## src/hw/rtl/iqr_pkg.sv

```systemverilog
// shared constants and types for the iqr outlier test
package iqr_pkg;

	localparam int MAX_SAMPLES_DEF = 64;
	localparam int SAMPLE_BITS_DEF = 16;

	localparam int STATUS_W = 2;
	localparam logic [STATUS_W-1:0] ST_OK      = 2'd0;
	localparam logic [STATUS_W-1:0] ST_TOO_FEW = 2'd1;
	localparam logic [STATUS_W-1:0] ST_DROPPED = 2'd2;

	localparam int MIN_SAMPLES = 4;

	typedef struct packed {
		logic ins;
		logic drain;
	} cell_ctl_t;

endpackage

```

## src/hw/rtl/iqr_cell.sv

```systemverilog
// one cell of the insertion sorting chain
module iqr_cell #(
	parameter int SAMPLE_BITS = iqr_pkg::SAMPLE_BITS_DEF,
	parameter int CNT_W       = 7,
	parameter int IDX         = 0
) (
	input  logic                          clk,
	input  iqr_pkg::cell_ctl_t            ctl,
	input  logic        [CNT_W-1:0]       count,
	input  logic signed [SAMPLE_BITS-1:0] sample,
	input  logic                          left_gt,
	input  logic signed [SAMPLE_BITS-1:0] left_val,
	input  logic signed [SAMPLE_BITS-1:0] right_val,
	output logic                          gt,
	output logic signed [SAMPLE_BITS-1:0] val
);

	localparam logic [CNT_W-1:0] MY_IDX = CNT_W'(IDX);

	logic signed [SAMPLE_BITS-1:0] val_q;
	logic                          occ;

	assign occ = MY_IDX < count;
	assign gt  = occ && (val_q > sample);
	assign val = val_q;

	always_ff @(posedge clk) begin
		if (ctl.ins) begin
			if (left_gt) begin
				val_q <= left_val;
			end else if (gt || MY_IDX == count) begin
				val_q <= sample;
			end
		end else if (ctl.drain) begin
			val_q <= right_val;
		end
	end

endmodule

```

## config.mk

```make
export PLATFORM = sky130hd
export DESIGN_NAME = iqr_cell
export DESIGN_NICKNAME = d
export VERILOG_FILES = /design/src/hw/rtl/iqr_pkg.sv /design/src/hw/rtl/iqr_cell.sv
export SDC_FILE = /design/constraint.sdc
export NUM_CORES = 1
export LEC_CHECK = 0
export BUFFER_PORTS_ARGS = -buffer_cell sky130_fd_sc_hd__buf_2
export CAP_MARGIN = 20
export CORE_MARGIN = 1
export CORE_UTILIZATION = 32
export DETAILED_ROUTE_END_ITERATION = 12
export PLACE_DENSITY = 0.72
export SETUP_SLACK_MARGIN = 0.02
export SYNTH_ARGS = -nofsm -noshare
export SYNTH_HDL_FRONTEND = slang
export SYNTH_SLANG_ARGS = --single-unit
```

## constraint.sdc

```tcl
create_clock -name clk -period 3.5 [get_ports clk]
set_clock_uncertainty 0.05 [all_clocks]
set_input_delay 0.175 -clock clk [delete_from_list [all_inputs] [get_ports clk]]
set_output_delay 0.175 -clock clk [all_outputs]
set_load 0.01 [all_outputs]
```

# Yosys cells after proc, flatten, opt, wreduce, memory -nomap -nowiden
# Index checks and enable logic that the tools add are counted.
word_totals:
  ff_bits: 16
  mem_bits_ro: 0
  elab_cells: 13
  latchBits: 0
  mem_bits_rw: 0
  output_inout_bits: 17
  memories: 0
  input_bits: 59
op_classes:
  n_addsub: 0
  n_lt_le_gt_ge: 2
  reduce_logical: 5
  n_bitwise: 0
  multipliers: 0
  n_div: 0
  shift: 0
  mux: 4
  n_eq_ne: 1
op_table:
  columns: ["operator", "n"]
  rows:
  - ["2-to-1 mux 16 bit", 4]
  - ["> comparator 16 bit", 1]
  - ["zero test 7 bit", 1]
  - ["less-than comparator 1 x 7 -> 1 bit (first input constant)", 1]
  - ["inequality test 3 x 1 -> 1 bit (second input constant)", 1]
  - ["AND reduction 2 bit", 1]
  - ["nonzero test 2 bit", 1]
  - ["logical AND 1 bit", 1]
  - ["logical OR 1 bit", 1]

# Logic depth before layout (Yosys ltp)
# Gate-level depths: netlist of run 1.
logic_depth:
  depth_word: 6
  depth_mapped: 7
  depth_no_buf: 7

# Worst setup path before layout of run 1
# OpenSTA, ideal clock, no wires.
synth_path:
  path_type: "reg-to-reg"
  from: "reg val_q[14], in the netlist val[14]"
  to: "reg val_q[0], in the netlist val[0] (enable)"
  required_time_ps: 3075
  setup_time_ps: 375
  setup_slack_ps: 813
  t_arrival_ps: 2262
  period_less_slack_ps: 2687
  n_path_buf: 0
  stages_incl_launch_ff: 7
  path_cell_list: "edfxtp_1 ha_1 a21oi_2 nand2_1 a221o_1 or4b_1 nand3_1"
synth_between:
  elab_chain_cells: 5
synth_lines:
  columns: ["element", "line", "rtl"]
  rows:
  - ["start, declared", "iqr_cell.sv:20", "logic signed [SAMPLE_BITS-1:0] val_q;"]
  - ["start signal, assigned", "iqr_cell.sv:30", "val_q <= left_val;"]
  - ["start signal, assigned", "iqr_cell.sv:32", "val_q <= sample;"]
  - ["start signal, assigned", "iqr_cell.sv:35", "val_q <= right_val;"]
  - ["> comparator 16 bit", "iqr_cell.sv:24", "assign gt = occ && (val_q > sample);"]
  - ["logical AND 1 bit", "iqr_cell.sv:24", null]
  - ["logical OR 1 bit", "iqr_cell.sv:31", "end else if (gt || MY_IDX == count) begin"]
  - ["inequality test 3 x 1 -> 1 bit (no line)", null, null]
  - ["AND reduction 2 bit (no line)", null, null]
# No other way between the ends.
# A chain may end at the register's enable or synchronous reset.

# Worst setup path in the final report of run 1
layout_path:
  from: "reg val_q[15], in the netlist val[15]"
  to: "out gt"
layout_between:
  elab_chain_cells: 2
layout_lines:
  columns: ["element", "line", "rtl"]
  rows:
  - ["> comparator 16 bit", "iqr_cell.sv:24", null]
  - ["logical AND 1 bit", "iqr_cell.sv:24", null]
  - ["end, declared", "iqr_cell.sv:14", "output logic gt,"]
# No other way between the ends.

==> results by group, run 1 <==
Status
  – Status: finished, final reports clean

STA
  – Final hold vios: 0
  – Setup TNS: 0 ns
  – # setup viols final: 0
  – F_max: 0.3640 GHz
  – Max Slew Vio Count: 0
  – Slew headroom: 45.50%
  – Period utilization: 78.49%
  – RSZ-0062 raised after global routing: no
  – Shortest period the worst path allows: about 2.7 ns
  – Worst slew pin tran: roughly 0.8 ns

Synthesis
  – Post-synthesis cell count: ~140
  – Netlist cell types: 26
  – Syn. warnings: 0
  – Sequential area share after synthesis: a little under two fifths
  – Synthesized area: 1297 µm²
  – Seq cells post-synth: 16
  – Top post-synthesis cells by area: edfxtp_1 37%, ha_1 15%, mux2i_1 12%
  – Synth area leader: edfxtp_1
  – Synth top area share: 37.03%
  – Syn_area_per_cell: 9.402 µm²
  – Synth Net Count: around 210

Clock network
  – Number of buffers created by CTS: 3
  – Number of setup buffers added after CTS: 0
  – CTS clk-pin slew, worst paths: roughly 0.060 ns
  – H-tree levels: 1
  – CTS tree: built
  – Clock Path Buffers: 2
  – Clock root buffer: clkbuf_8
  – # hold bufs at CTS: 0
  – # clock sinks: 16
  – Clk_lat worst skew: ~0.25 ns
  – Post-CTS sizing: 0

Route
  – Pre-antenna DRT Iters: 4
  – Vias: approximately 1200
  – Vias per Instance: between 4 and 5
  – Antenna Nets Post-Route: 0
  – WL per Instance: 11.80 µm
  – DRC viols: 0
  – 1st-iter DRT viols: 21
  – Routed WL: between 3 and 4 mm

Worst setup path
  – CP top delay family: simple AND/OR/NAND/NOR gates
  – CP max FO: 6
  – Cells along the critical path: ha_1, nand4_1, nor2_1, a221o_1, or4_1, a211oi_2, buf_2
  – CP Launch Type: register
  – Critical path required time: roughly 3.3 ns
  – Buffers & Inverters on Critical Path: 1
  – Critical path's largest stage delay: ~0.55 ns
  – Crit path DAT: 2.52 ns
  – Crit end category: output port
  – Crit path kind: register to output port
  – Critical path's slowest cell: or4_1

Placement
  – Placed cell count: about 260
  – PortBufs: 75
  – Placed Area: roughly 1700 µm²
  – HPWL after DPL: around 2.5 mm
  – Gpl congestion: 0.7049

Global route
  – Largest net degree at the start of global routing: 36
  – GR Overflow Total: 0
  – Vias in the first global route: 1104
  – Gr usage total: 15.02%
  – Initial antenna violation count: 0
  – First-pass GRT wire length: roughly 4.8 mm

Die
  – Horiz. Die Dim: between 60 and 70 µm
  – Initial Utilization: 34.41%
  – Core Box Area: 3771 µm²
  – Die Y: approximately 66 µm
  – DIE AREA: 4313 µm²
  – Std-Cell Rows: 22
  – # IOs: 76

Worst hold path
  – HP Class: primary input to register

Layout
  – Max reg flops: 16
  – Layout fillers: ~400
  – Final net count: between 200 and 300
  – Finished Layout Cells: between 200 and 300
  – Layout overhead on the synthesized area: 36.36%
  – ANT cells: 0
  – Most frequent cells in the layout: 75 x buf_2, 22 x a21oi_1, 17 x inv_1, 17 x nor2_1
  – Final instance area: ~1800 µm²
  – Share of layout cells above drive strength 1: roughly two fifths
  – Commonest non-fill, non-tap cell in the layout: buf_2

Power and ir drop
  – Static Leak: slightly above 0.9 nW
  – Pwr Total: a little over 600 µW
  – PwrDens: 352.3 nW/µm²
  – Worst vdd ir: 0.0001338 V

Run
  – MaxCap Viol Count: 0
-- synth_stat cells (all sizes together) --
master,count
a2111oi,1
a211oi,1
a21o,1
a21oi,23
a221o,1
buf,1
clkbuf,5
edfxtp,16
ha,16
inv,17
mux2i,16
nand2,3
nand3,3
nand4,4
nor2,17
nor2b,1
nor3,1
nor4,3
o211ai,1
o21a,1
o21ai,1
o31ai,2
or4,2
or4b,1
-- through the flow --
step,worst slack (ns),hold slack [ns],util [%]
after floorplan,0.8127,0.3506,-
after global placement,0.9027,0.4474,45.72
after detailed placement,0.8241,0.4455,45.72
after CTS,0.7215,0.1828,46.91
after global routing,0.5380,0.1928,46.91
final,0.7530,0.1866,46.91
-- cells by family (layout without fill, tap and decap cells) --
kind of cell             after synthesis  count (layout)  share of synthesized area, %
adder cells (fa/ha/maj)               16              16                         15.43
AND/OR/NAND/NOR                       35              35                         13.60
buffers and inverters                 23              98                         6.750
AO/OA/AOI/OAI                         32              32                         14.85
multiplexers                          16              16                         12.34
flip-flops                            16              16                         37.03
-- worst paths after layout --
check          startpoint  endpoint  slack (ns)  cells past startpoint
max               val[15]        gt        0.75                      7
min          right_val[5]    val[5]        0.19                      3
max reg2reg       val[15]   val[10]        0.85                      7
min reg2reg       val[15]   val[14]        0.99                      4
-- worst min-delay path: cells and delay by family --
family	cells	cell delay (ns)
and+or+nand+nor	1	0.03
buffers and inverters	1	0.07
AOI/OAI and AO/OA	1	0.09
-- metal layers --
layer | vias up | part of all wire [%] | global-route usage (%)
met3 | 4 | 6.7 | 2.604
met5 | - | 0 | 0
li1 | 657 | - | -
met1 | 535 | 44 | 18.36
met2 | 44 | 47 | 25.13
met4 | 0 | 1.6 | 7.337
-- power breakdown --
part	switching [mW]	internal, mW
logic	0.116	0.102
clock network	0.0657	0.0779
registers	0.0134	0.248
total	0.195	0.428
-- layout make-up --
class                           count  area [µm²]  share of cell area, %
Multi-Input combinational cell     99       729.5                  41.23
Timing Repair Buffer               77       390.4                  22.07
Tap cell                           48       60.06                  3.395
Sequential cell                    16       480.5                  27.16
Clock inverter                      1       3.754                 0.2122
Inverter                           17       63.81                  3.607
Clock buffer                        3       41.29                  2.334
Power figures use the tool's default switching activity.
==> run 2: changes to the inputs <==
--- a/config.mk
+++ b/config.mk
@@ -5,12 +5,13 @@
 export SDC_FILE = /design/constraint.sdc
 export NUM_CORES = 1
 export LEC_CHECK = 0
+export ABC_AREA = 1
 export BUFFER_PORTS_ARGS = -buffer_cell sky130_fd_sc_hd__buf_2
 export CAP_MARGIN = 20
 export CORE_MARGIN = 1
 export CORE_UTILIZATION = 32
 export DETAILED_ROUTE_END_ITERATION = 12
-export PLACE_DENSITY = 0.72
+export PLACE_DENSITY = 0.74
 export SETUP_SLACK_MARGIN = 0.02
 export SYNTH_ARGS = -nofsm -noshare
 export SYNTH_HDL_FRONTEND = slang
==> constraint.sdc (replaced) <==
create_clock -name clk -period 2.2 [get_ports clk]
set_clock_uncertainty 0.05 [all_clocks]
set_input_delay 0.11 -clock clk [delete_from_list [all_inputs] [get_ports clk]]
set_output_delay 0.11 -clock clk [all_outputs]
set_load 0.01 [all_outputs]
==> run 2 against run 1 <==
- first-iteration DRC count decreased by 14%
- clock power increased by 51%
- critical path depth rose by 2
- critical endpoint is now val[7]
- highest routed layer unchanged
==> results by group, run 2 <==
Layout
  – Layout fillers: ~400
  – Layout overhead on the synthesized area: 39.61%
  – Commonest non-fill, non-tap cell in the layout: buf_2
  – Share of layout cells above drive strength 1: between 30% and 40%
  – ANT cells: 0
  – Most frequent cells in the layout: 75 x buf_2, 37 x nand2_1, 33 x o21ai_0
  – Area of the multi-input gates: around 710 µm²
  – Max reg flops: 16
  – Fin util: between 40% and 50%
  – Storage cell area: 480.5 µm²
  – Finished Layout Cells: 298
  – Final net count: ~330

Worst setup path
  – Critical path's slowest cell: edfxtp_1
  – Crit end category: register
  – Crit-path most repeated cell: a21oi_1
  – Buffers & Inverters on Critical Path: 1
  – Cells along the critical path: ha_1, a21oi_1, o21ai_0, a21oi_1, nand3_1, nand2_1, nand2_2, a21oi_4, buf_4
  – Critical path required time: 2.11 ns
  – CP top delay family: compound AO/OA/AOI/OAI gates
  – Crit path kind: register to register
  – Critical path's largest stage delay: around 0.40 ns
  – CP max FO: 8
  – Crit path DAT: between 1.5 and 2 ns
  – CP Launch Type: register

Placement
  – Placed cell count: between 200 and 300
  – Gpl congestion: between 0.7 and 0.8
  – HPWL after DPL: ~2.8 mm
  – PortBufs: 75

STA
  – # setup viols final: 0
  – Slew headroom: between 60% and 70%
  – RSZ-0062 raised after global routing: no
  – Period utilization: approximately 92%
  – Max Slew Vio Count: 0
  – Shortest period the worst path allows: 2.035 ns
  – Final hold slack: roughly 0.093 ns
  – F_max: ~0.49 GHz
  – Final hold vios: 0
  – Worst slew pin tran: around 0.52 ns
  – Setup TNS: 0 ns

Power and ir drop
  – Clock power share: about 23%
  – Comb pwr share: roughly a third
  – P_sw: 300.2 µW
  – Sw frac: around a third
  – PwrDens: 534.2 nW/µm²
  – Sequential power share: 42.5%
  – Worst vdd ir: between 0.0003 and 0.0004 V
  – Static Leak: around 0.95 nW
  – Power Internal: 656.2 µW

Route
  – DRC viols: 0
  – 1st-iter DRT viols: 18
  – Antenna Nets Post-Route: 0
  – Pre-antenna DRT Iters: 4
  – Vias: around 1400
  – Vias per Instance: roughly 4.6
  – WL per Instance: roughly 11 µm
  – Routed WL: between 3 and 4 mm

Synthesis
  – Most common cell in the netlist: nand2_1
  – Syn. warnings: 0
  – Synthesized area: around 1300 µm²
  – Synth area leader: edfxtp_1
  – Fraction of registers with async set/reset: 0%
  – Commonest cells in the netlist: 37 x nand2_1, 33 x o21ai_0, 25 x nor2_1, 23 x inv_1
  – Syn_area_per_cell: between 7 and 8 µm²
  – Post-synthesis cell count: between 150 and 200
  – Synth Net Count: 247
  – Sequential area share after synthesis: a little under two fifths
  – Synth top area share: between 30% and 40%
  – Seq cells post-synth: 16
  – Netlist cell types: 18
  – Number of synthesized flops with an enable pin: 16
  – Top post-synthesis cells by area: edfxtp_1 37%, ha_1 16%, o21ai_0 13%
  – Top FF cell, synth: edfxtp_1

Die
  – Core Box Area: approximately 3700 µm²
  – DIE AREA: 4265 µm²
  – Die Y: roughly 65 µm
  – # IOs: 76
  – Initial Utilization: roughly a third
  – Std-Cell Rows: 22
  – Horiz. Die Dim: between 60 and 70 µm

Global route
  – Largest net degree at the start of global routing: 19
  – Vias in the first global route: around 1300
  – GR Overflow Total: 0
  – First-pass GRT wire length: between 5 and 6 mm
  – Initial antenna violation count: 0
  – Gr usage total: between 10% and 20%

Clock network
  – CTS tree: built
  – H-tree levels: 1
  – Clk_lat worst skew: between 0.2 and 0.25 ns
  – Number of buffers created by CTS: 3
  – Number of setup buffers added after CTS: 0
  – Clock Path Buffers: 2
  – # hold bufs at CTS: 0
  – Post-CTS sizing: 0
  – Clock root buffer: clkbuf_8
  – # clock sinks: 16
  – CTS clk-pin slew, worst paths: 0.06 ns

Worst hold path
  – HP Class: primary input to register

Status
  – Status: finished, final reports clean

Run
  – MaxCap Viol Count: 0
-- run 2: per-layer routing --
layer / share of wire [%] / GRT usage (%)
met4: 0.74 / 3.261
met5: 0 / 0
met1: 45 / 19.85
met2: 48 / 28.99
met3: 6.0 / 3.299
-- run 2: worst paths after layout --
path / from / end / slack, ns / cells after the start
worst min-delay path: right_val[3] / val[3] / 0.09 / 3
worst max register to register: val[13] / val[7] / 0.17 / 9
worst min register to register: val[15] / val[10] / 1.11 / 6
worst max-delay path: val[13] / val[7] / 0.17 / 9
-- run 2: layout make-up --
cell class | count | share of cell area [%]
clock inverter | 1 | 0.2096
clock buffer | 3 | 2.306
timing repair buffer | 78 | 22.22
sequential | 16 | 26.83
inverter | 25 | 5.241
tap | 48 | 3.354
multi-input combinational | 127 | 39.83
-- run 2: cell families after synthesis --
kind of cell | synth area share (%)
and+or+nand+nor | 21.76
AOI/OAI and AO/OA | 16.49
buffers and inverters | 8.683
adders and majority gates | 15.61
DFF | 37.46
-- run 2: worst min-delay path, delay by kind of cell --
family / cells / cell delay, ns
compound gates: 1 / 0.05
simple gates: 1 / 0.04
buf+inv: 1 / 0.07
-- run 2: power groups by stage --
stage	registers, mW	logic [mW]	clock network, mW
floorplan	0.428	0.163	0
detailed placement	0.411	0.327	0
global placement	0.411	0.322	0
global route	0.411	0.375	0.238
finish	0.406	0.332	0.218
CTS	0.405	0.330	0.224
-- run 2: through the flow --
step,setup WS (ns),power (mW),area [µm²]
after floorplan,0.1109,0.5915,1290
after global placement,0.1782,0.7331,1730
after detailed placement,0.1239,0.7388,1730
after CTS,0.1002,0.9586,1775
after global routing,0.02662,1.024,1790
final,0.1652,0.9564,1790
